[src/hdl/msfr_pkg.sv]
// Shared types, constants and helpers of the multi-source frame reassembler.
package msfr_pkg;

    localparam int SOURCES      = 6;
    localparam int RING_DEPTH   = 64;
    localparam int LATE_WINDOW  = 8;
    localparam int SILENT_LIMIT = 80;

    localparam int SLOT_W    = $clog2(RING_DEPTH);
    localparam int SRC_IDX_W = (SOURCES > 1) ? $clog2(SOURCES) : 1;
    localparam int FRAME_W   = 32;
    localparam int CNT_W     = 7;
    localparam int CNT_MAX   = 127;
    localparam int SRC_W     = 3;
    localparam int SLOT_FW   = 6;
    localparam int MASK_FW   = 6;
    localparam int CFG_W     = 6;

    localparam logic [SOURCES-1:0] FULL_MASK = '1;

    // Configuration register indexes
    localparam logic CFG_ABSENT = 1'b0;
    localparam logic CFG_STEP   = 1'b1;

    // Result kinds and placement outcomes
    localparam logic KIND_REPORT = 1'b0;
    localparam logic KIND_PUSH   = 1'b1;

    typedef enum logic [1:0] {
        OC_JOIN = 2'd0,
        OC_OPEN = 2'd1,
        OC_LATE = 2'd2,
        OC_DUP  = 2'd3
    } t_outcome;

    typedef enum logic [4:0] {
        S_IDLE   = 5'b00001,
        S_SCAN   = 5'b00010,
        S_DECIDE = 5'b00100,
        S_OUT0   = 5'b01000,
        S_OUT1   = 5'b10000
    } t_state;

    typedef logic [SOURCES-1:0][CNT_W-1:0] t_miss;

    // Search request broadcast to every slot cell
    typedef struct packed {
        logic [FRAME_W-1:0] fn;
        logic [SOURCES-1:0] srcbit;
        logic               sync;
        logic [SLOT_W-1:0]  oldest;
        logic [SLOT_W-1:0]  retired;
        logic [SLOT_W-1:0]  span;
        logic               live;
    } t_query;

    // Running search result handed from cell to cell
    typedef struct packed {
        logic               tok;
        logic               found;
        logic [SLOT_W-1:0]  best_d;
        logic [SLOT_W-1:0]  best_idx;
        logic [FRAME_W-1:0] best_frame;
        logic [SOURCES-1:0] best_mask;
        logic [FRAME_W-1:0] ret_frame;
        logic [FRAME_W-1:0] old_frame;
        logic [SOURCES-1:0] old_mask;
    } t_carry;

    // Slot write
    typedef struct packed {
        logic               en;
        logic [SLOT_W-1:0]  addr;
        logic [FRAME_W-1:0] frame;
        logic [SOURCES-1:0] mask;
    } t_wr;

    // One result item
    typedef struct packed {
        logic               kind;
        logic [1:0]         outcome;
        logic [SLOT_FW-1:0] slot;
        logic               gap;
        logic [FRAME_W-1:0] pf;
        logic [MASK_FW-1:0] pp;
        logic [MASK_FW-1:0] sil;
        logic               last;
    } t_res;

    typedef struct packed {
        logic [SOURCES-1:0] sil;
        t_miss              miss;
    } t_sil_upd;

    function automatic logic [SLOT_W-1:0] ring_inc(input logic [SLOT_W-1:0] a);
        logic [SLOT_W-1:0] r;
        r = (a == SLOT_W'(RING_DEPTH - 1)) ? '0 : a + SLOT_W'(1);
        return r;
    endfunction

    function automatic logic [SLOT_W-1:0] ring_sub(input logic [SLOT_W-1:0] a,
                                                   input logic [SLOT_W-1:0] b);
        logic [SLOT_W:0] t;
        if (a >= b) t = {1'b0, a} - {1'b0, b};
        else        t = {1'b0, a} + (SLOT_W+1)'(RING_DEPTH) - {1'b0, b};
        return t[SLOT_W-1:0];
    endfunction

    // Silent-source bookkeeping for one pushed frame
    function automatic t_sil_upd silent_update(input logic [SOURCES-1:0] sil,
                                               input t_miss miss,
                                               input logic [SOURCES-1:0] pm);
        t_sil_upd u;
        u.sil  = sil;
        u.miss = miss;
        for (int i = 0; i < SOURCES; i++) begin
            if (sil[i]) begin
                if (int'(miss[i]) < LATE_WINDOW) begin
                    u.miss[i] = '0;
                    u.sil[i]  = 1'b0;
                end
            end else if (!pm[i]) begin
                if (int'(miss[i]) < CNT_MAX) u.miss[i] = miss[i] + CNT_W'(1);
                if (int'(miss[i]) > SILENT_LIMIT) u.sil[i] = 1'b1;
            end
        end
        return u;
    endfunction

endpackage

[src/hdl/msfr_cell.sv]
// One ring slot: holds frame number and presence mask, takes part in the search chain.
module msfr_cell (
    input  logic                             i_clk,
    input  logic                             i_rst_n,
    input  logic [msfr_pkg::SLOT_W-1:0]      i_idx,
    input  msfr_pkg::t_query                 i_q,
    input  msfr_pkg::t_wr                    i_wr,
    input  msfr_pkg::t_carry                 i_c,
    output msfr_pkg::t_carry                 o_c
);
    import msfr_pkg::*;

    logic [FRAME_W-1:0] r_frame;
    logic [SOURCES-1:0] r_mask;
    t_carry             r_c;
    t_carry             n_c;
    logic [SLOT_W-1:0]  w_d;
    logic               w_live;
    logic               w_cand;
    logic               w_take;

    // Judge this slot against the request and fold it into the running result
    always_comb begin
        w_d    = ring_sub(i_idx, i_q.oldest);
        w_live = i_q.live && (w_d <= i_q.span);
        w_cand = w_live && (i_q.sync ? (r_frame == i_q.fn) : ((r_mask & i_q.srcbit) == '0));
        w_take = w_cand && (!i_c.found || (i_q.sync ? (w_d > i_c.best_d) : (w_d < i_c.best_d)));
        n_c = i_c;
        if (w_take) begin
            n_c.found      = 1'b1;
            n_c.best_d     = w_d;
            n_c.best_idx   = i_idx;
            n_c.best_frame = r_frame;
            n_c.best_mask  = r_mask;
        end
        if (i_idx == i_q.retired) n_c.ret_frame = r_frame;
        if (i_idx == i_q.oldest) begin
            n_c.old_frame = r_frame;
            n_c.old_mask  = r_mask;
        end
    end

    // Hand the result on to the next cell
    always_ff @(posedge i_clk) begin
        if (!i_rst_n) begin
            r_c.tok <= 1'b0;
        end else begin
            r_c <= n_c;
        end
    end

    // Hold slot contents, update on a write to this slot
    always_ff @(posedge i_clk) begin
        if (!i_rst_n) begin
            r_frame <= '0;
            r_mask  <= '0;
        end else if (i_wr.en && i_wr.addr == i_idx) begin
            r_frame <= i_wr.frame;
            r_mask  <= i_wr.mask;
        end
    end

    assign o_c = r_c;

endmodule

[config.mk]
export PLATFORM = sky130hd
export DESIGN_NAME = msfr_cell
export DESIGN_NICKNAME = d
export VERILOG_FILES = /design/src/hdl/msfr_pkg.sv /design/src/hdl/msfr_cell.sv
export SDC_FILE = /design/constraint.sdc
export NUM_CORES = 1
export LEC_CHECK = 0
export BUFFER_PORTS_ARGS = -buffer_cell sky130_fd_sc_hd__buf_2
export CAP_MARGIN = 40
export CORE_MARGIN = 10
export CORE_UTILIZATION = 47
export DETAILED_ROUTE_END_ITERATION = 7
export MAX_ROUTING_LAYER = met4
export PLACE_DENSITY = 0.9
export SYNTH_ARGS = -nofsm -noshare
export SYNTH_HDL_FRONTEND = slang
export SYNTH_SLANG_ARGS = --single-unit
export TNS_END_PERCENT = 50
[constraint.sdc]
create_clock -name i_clk -period 4.5 [get_ports i_clk]
set_clock_uncertainty 0.15 [all_clocks]
set_input_delay 0.675 -clock i_clk [delete_from_list [all_inputs] [get_ports i_clk]]
set_output_delay 0.675 -clock i_clk [all_outputs]
set_load 0.05 [all_outputs]
==> flow_summary.ini, run 1 <==
[clock_network]
cts_setup_buffers = 0
htreeDepth = 4
clock_sinks = 160
insertion_delay_ps = 410
cts.repair.resized = 0
clkTransAtPathRegs_ps = 60
cts.hold.buffers_added = 0
cts_root_buffer = clkbuf_16
numCtsBuffers = 17
cts_tree = yes
clk_path_buf_depth = 2

[routing]
vias_per_cell = 5.05
routedWlPerCell_um = 22.0
final_antenna_net_count = 0
num_vias = 5663
first_iter_violations = 276
totalWireLength_um = 24700
firstDrtPassIters = 5
drc = 0

[cells_and_area]
drive_gt1_share_pct = 57.4
fin_util_pct = 64.7
finish.net_count = 1135
layout_commonest_cell = buf_2
final_cell_mix = buf_2, edfxtp_1, mux2_2
syn_to_final_growth_pct = 34.6

[status]
status = completed

[synthesis]
synth_cells = 522
yosys_warnings = 0
ys_seq_area_share_pct = 57.8
synthDistinctLibCells = 37
synth_largest_area_cell = edfxtp_1
yosys_most_used_dff = edfxtp_1
synth_area_um2 = 7630
synth.area.top_cells = edfxtp_1, mux2_2, dfxtp_1
syn_area_per_cell_um2 = 14.6
synth_edf_count = 121
post-synth-top-area-fraction_pct = 47.6
async_reset_ff_share_pct = 0
syn_nets = 773
synth_seq_cells = 160

[global_routing]
overflow = 0
grt_max_degree = 105
grt_first_pass_wirelength_um = 36300
grt_usage_pct = 22.6
grt_pass1_vias = 6178
grt_antenna_before_repair = 9

[pwr]
p_int_w = 0.00288
leakage_nw = 4.29
seqPwrFrac_pct = 42.5
vdd_ir_drop_max_uv = 228
switching_share_pct = 29.8
powerDensity_nw_per_um2 = 399
clkPwrFrac_pct = 35.7
switching_power_w = 0.00122
combPwrFrac_pct = 21.8

[floorplan]
die_y_um = 147
start_util_pct = 48.1
rows = 46
die_area_um2 = 21700
ios = 355
core_area_um2 = 15900
die-width_um = 147

[timing]
slew_headroom_pct = 42.3
maxSlewViolCount = 0
rsz0062_at_grt = false
period_minus_slack_ps = 3920
hold_ws_ps = 314
fin_ws_ps = 584
hold_violations = 0
worst_slew_pin_slew_ps = 865
tns_ps = 0
finalSetupViolations = 0
max_freq_mhz = 255
min_period_over_period_pct = 87.0

[setup_path]
startpoint_type = primary input
crit_required_ps = 4500
cp_data_arrival_time_ps = 3920
path_max_fanout = 28
crit_type = primary input to flop
end_kind = flop

[placed_design]
dp_hpwl_um = 19600
routabilityCongestion = 0.925
port_buffers = 354
pre_cts_slack_ps = 209

[run]
max_cap_viol_count = 0

[min_path]
min_path_type = primary input to flop
## registers in the layout (all words and copies together), names as in the netlist
signal,flops
r_frame,32
o_c,122
r_mask,6
## Yosys cell counts (2+ instances only)
cell type  count
edfxtp_1     121
nand2_1        6
inv_1         19
nor2_1         4
buf_2          9
mux2_4        10
buf_4          5
nand3_1        6
ha_1          17
xor2_1         9
mux2i_1       38
nor4_1         4
a21o_1         3
o21bai_1       2
dfxtp_1       39
a22oi_1        3
clkbuf_1       4
o21ai_0        4
a21boi_0       2
nand4_1       11
a21oi_1        6
mux2_2       109
nor2b_1       40
xnor2_1       38
## power by group through the flow
stage	registers, W	clock network, W	logic [W]
2_1_floorplan	0.00214	0	0.000234
5_1_grt	0.00175	0.00155	0.000943
3_5_place_dp	0.00177	0	0.000897
6_report	0.00174	0.00146	0.000896
4_1_cts	0.00174	0.00149	0.000901
3_3_place_gp	0.00177	0	0.000878
## worst paths after layout
path	cells after the start	startpoint	to	slack, ps
hold reg to reg	2	r_mask[4]	r_mask[4]	420
hold / removal	2	i_c[121]	o_c[121]	310
setup reg to reg	7	r_frame[1]	o_c[98]	1780
setup / recovery	15	i_idx[1]	o_c[98]	580
## logic make-up (layout without fill, tap and decap cells)
family | after synthesis | in the layout | synth area share [%]
other cells | 0 | 9 | 0
xor+xnor | 47 | 47 | 5.39
simple gates | 76 | 76 | 5.88
mux | 157 | 157 | 23.0
compound gates | 25 | 25 | 2.21
fa+ha+maj | 18 | 18 | 3.05
flops | 160 | 160 | 57.8
buf+inv | 39 | 414 | 2.62
## per-layer routing
layer  share of wire (%)  vias to the layer above  global-route usage [%]
met3                 7.3                       37                    6.78
met2                  52                      268                    37.9
met5                   0                        -                       -
li1                    -                     2672                       -
met4                 2.3                        0                    9.12
met1                  38                     2686                    24.8
## area by class of cell
class                   instances  area [µm²]
repair buffers                363        1870
diodes                          9        22.5
well taps                     216         270
multi-input cells             323        3030
clock buffers                  18         429
clock inverters                14         166
flip-flops and latches        160        4410
fillers                      1194        5610
inverters                      19        71.3
## worst max-delay path: stages
cell and delay, ps:
buf_2 150, ha_1 320, nor2b_1 130, o21ai_0 200, a21boi_0 170, or4_1 420, nand3_1 170, ha_1 290
nand4_1 120, o21bai_1 150, a41o_1 210, o211ai_2 120, nor2_4 180, buf_12 230, mux2_2 360
## through the flow
step	instance area, µm²	power, W	cells
finish	10300	0.00410	1122
global route	10300	0.00425	1122
floorplan	7630	0.00237	522
global placement	9660	0.00265	1081
detailed placement	9660	0.00267	1081
CTS	10300	0.00413	1113
Power figures use the tool's default switching activity.
==> run 2, diff against run 1 <==
- RECOVER_POWER: default -> 25
==> run 2 against run 1 <==
  * The run now ends with capacitance limit, slew limit left
  * Wire length is 0.19% higher
  * Combinational power is 0.6% lower
  * Die area stayed put
  * Flip-flop and latch count stayed put
  * Via count is 0.16% lower
  * Clock power hardly changed
  * Clock-buffer cell count stayed put
  * Global-route usage stayed put
  * Sequential power hardly changed
  * Worst setup slack worse by 13 ps
  * Core utilization is 0.24 points lower
  * Critical path depth stayed put
  * Critical path type unchanged
==> flow_summary.ini, run 2 (synthesis results as in run 1) <==
[floorplan]
core_area_um2 = 15900
ios = 355
rows = 46
die-width_um = 147
die_area_um2 = 21700
start_util_pct = 48.1
die_y_um = 147

[setup_path]
cpMostUsedCell = ha_1
cp_data_arrival_time_ps = 3930
worstPathCellList = buf_2 > ha_1 > nor2b_1 > o21ai_0 > a21boi_0 > or4_1 > nand3_1 > ha_1 > nand4_1 > o21bai_1 > a41o_1 > o211ai_2 > nor2_4 > buf_12 > mux2_2
cp_top_family = simple AND/OR/NAND/NOR gates
slowest_delay_ps = 420
worst_r2r_startpoint = r_frame[1]
path_buf_inv = 2
crit_required_ps = 4500
end_kind = flop
cpMaxStageDelayCell = or4_1
startpoint_type = primary input
path_max_fanout = 28
cp-startpoint = i_idx[1]
crit_type = primary input to flop

[global_routing]
grt_antenna_before_repair = 9
grt_usage_pct = 22.6
grt_pass1_vias = 6178
overflow = 0
grt_max_degree = 105
grt_first_pass_wirelength_um = 36300

[min_path]
min_from = i_c[121]
min_path_type = primary input to flop

[placed_design]
dp_hpwl_um = 19600
port_buffers = 354
routabilityCongestion = 0.925
dpl_cell_area_um2 = 9660

[routing]
wl_met2_um = 12900
firstDrtPassIters = 4
highest-signal-layer = met4
final_antenna_net_count = 0
routedWlPerCell_um = 22.1
num_vias = 5654
drc = 0
first_iter_violations = 269
vias_per_cell = 5.04
wl_met3_um = 1800
wl_met1_um = 9520
totalWireLength_um = 24800

[clock_network]
cts.hold.buffers_added = 0
cts_setup_buffers = 0
cts.repair.resized = 0
clk_path_buf_depth = 2
cts_root_buffer = clkbuf_16
clkTransAtPathRegs_ps = 60
htreeDepth = 4
insertion_delay_ps = 410
clock_sinks = 160
numCtsBuffers = 17
cts_tree = yes

[timing]
period_minus_slack_ps = 3930
max_freq_mhz = 255
min_period_over_period_pct = 87.3
tns_ps = 0
slew_headroom_pct = -59.9
hold_ws_ps = 314
worst_slew_pin_slew_ps = 2400
hold_violations = 0
finalSetupViolations = 0
maxSlewViolCount = 105
rsz0062_at_grt = false

[pwr]
switching_share_pct = 29.9
combPwrFrac_pct = 21.7
powerDensity_nw_per_um2 = 401
clkPwrFrac_pct = 35.8
p_int_w = 0.00287
seqPwrFrac_pct = 42.5
leakage_nw = 4.22
vdd_ir_drop_max_uv = 228
switching_power_w = 0.00123

[cells_and_area]
fillers = 1210
layout_commonest_cell = buf_2
finish.net_count = 1135
syn_to_final_growth_pct = 34.1
design_area_um2 = 10200
drive_gt1_share_pct = 54.5
largest_reg_flops = 122
fin_util_pct = 64.5
final_cell_mix = buf_2, edfxtp_1, mux2_2

[run]
max_cap_viol_count = 1

[status]
status = finished with violations
violations = capacitance limit, slew limit
-- run 2: cell count changes in the layout (fill, tap and decap cells not counted), sizes merged --
cell    change
buf        -27
clkbuf     +27
-- run 2: worst paths after layout --
path / endpoint / depth (start not counted) / slack (ps)
hold / removal: o_c[121] / 2 / 310
setup / recovery: o_c[98] / 15 / 570
setup reg to reg: o_c[98] / 7 / 1780
hold reg to reg: r_mask[4] / 2 / 410
-- run 2: cell type report --
class / count / area, µm² / share of cell area, %
diodes: 9 / 22.5 / 0.220
clock buffers: 18 / 429 / 4.19
clock inverters: 14 / 166 / 1.63
inverters: 19 / 71.3 / 0.696
multi-input cells: 323 / 3030 / 29.6
flip-flops and latches: 160 / 4410 / 43.1
well taps: 216 / 270 / 2.64
repair buffers: 363 / 1830 / 17.9
-- run 2: power by group through the flow --
stage | logic (W) | clock network [W] | registers (W)
finish | 0.000891 | 0.00147 | 0.00174
global route | 0.000938 | 0.00155 | 0.00175
CTS | 0.000901 | 0.00149 | 0.00174
detailed placement | 0.000897 | 0 | 0.00177
global placement | 0.000878 | 0 | 0.00177
floorplan | 0.000234 | 0 | 0.00214
-- run 2: layer usage --
metal | track usage, % | up-vias
met1 | 24.8 | 2688
met4 | 9.12 | 0
met3 | 6.78 | 37
li1 | - | 2670
met5 | - | -
met2 | 37.9 | 259
-- run 2: metrics by stage --
step | total power [W] | std cells | setup slack [ps]
6_report | 0.00410 | 1122 | 571
5_1_grt | 0.00425 | 1122 | 391
4_1_cts | 0.00413 | 1113 | 637
3_5_place_dp | 0.00267 | 1081 | 209
3_3_place_gp | 0.00265 | 1081 | 342
2_1_floorplan | 0.00237 | 522 | 647
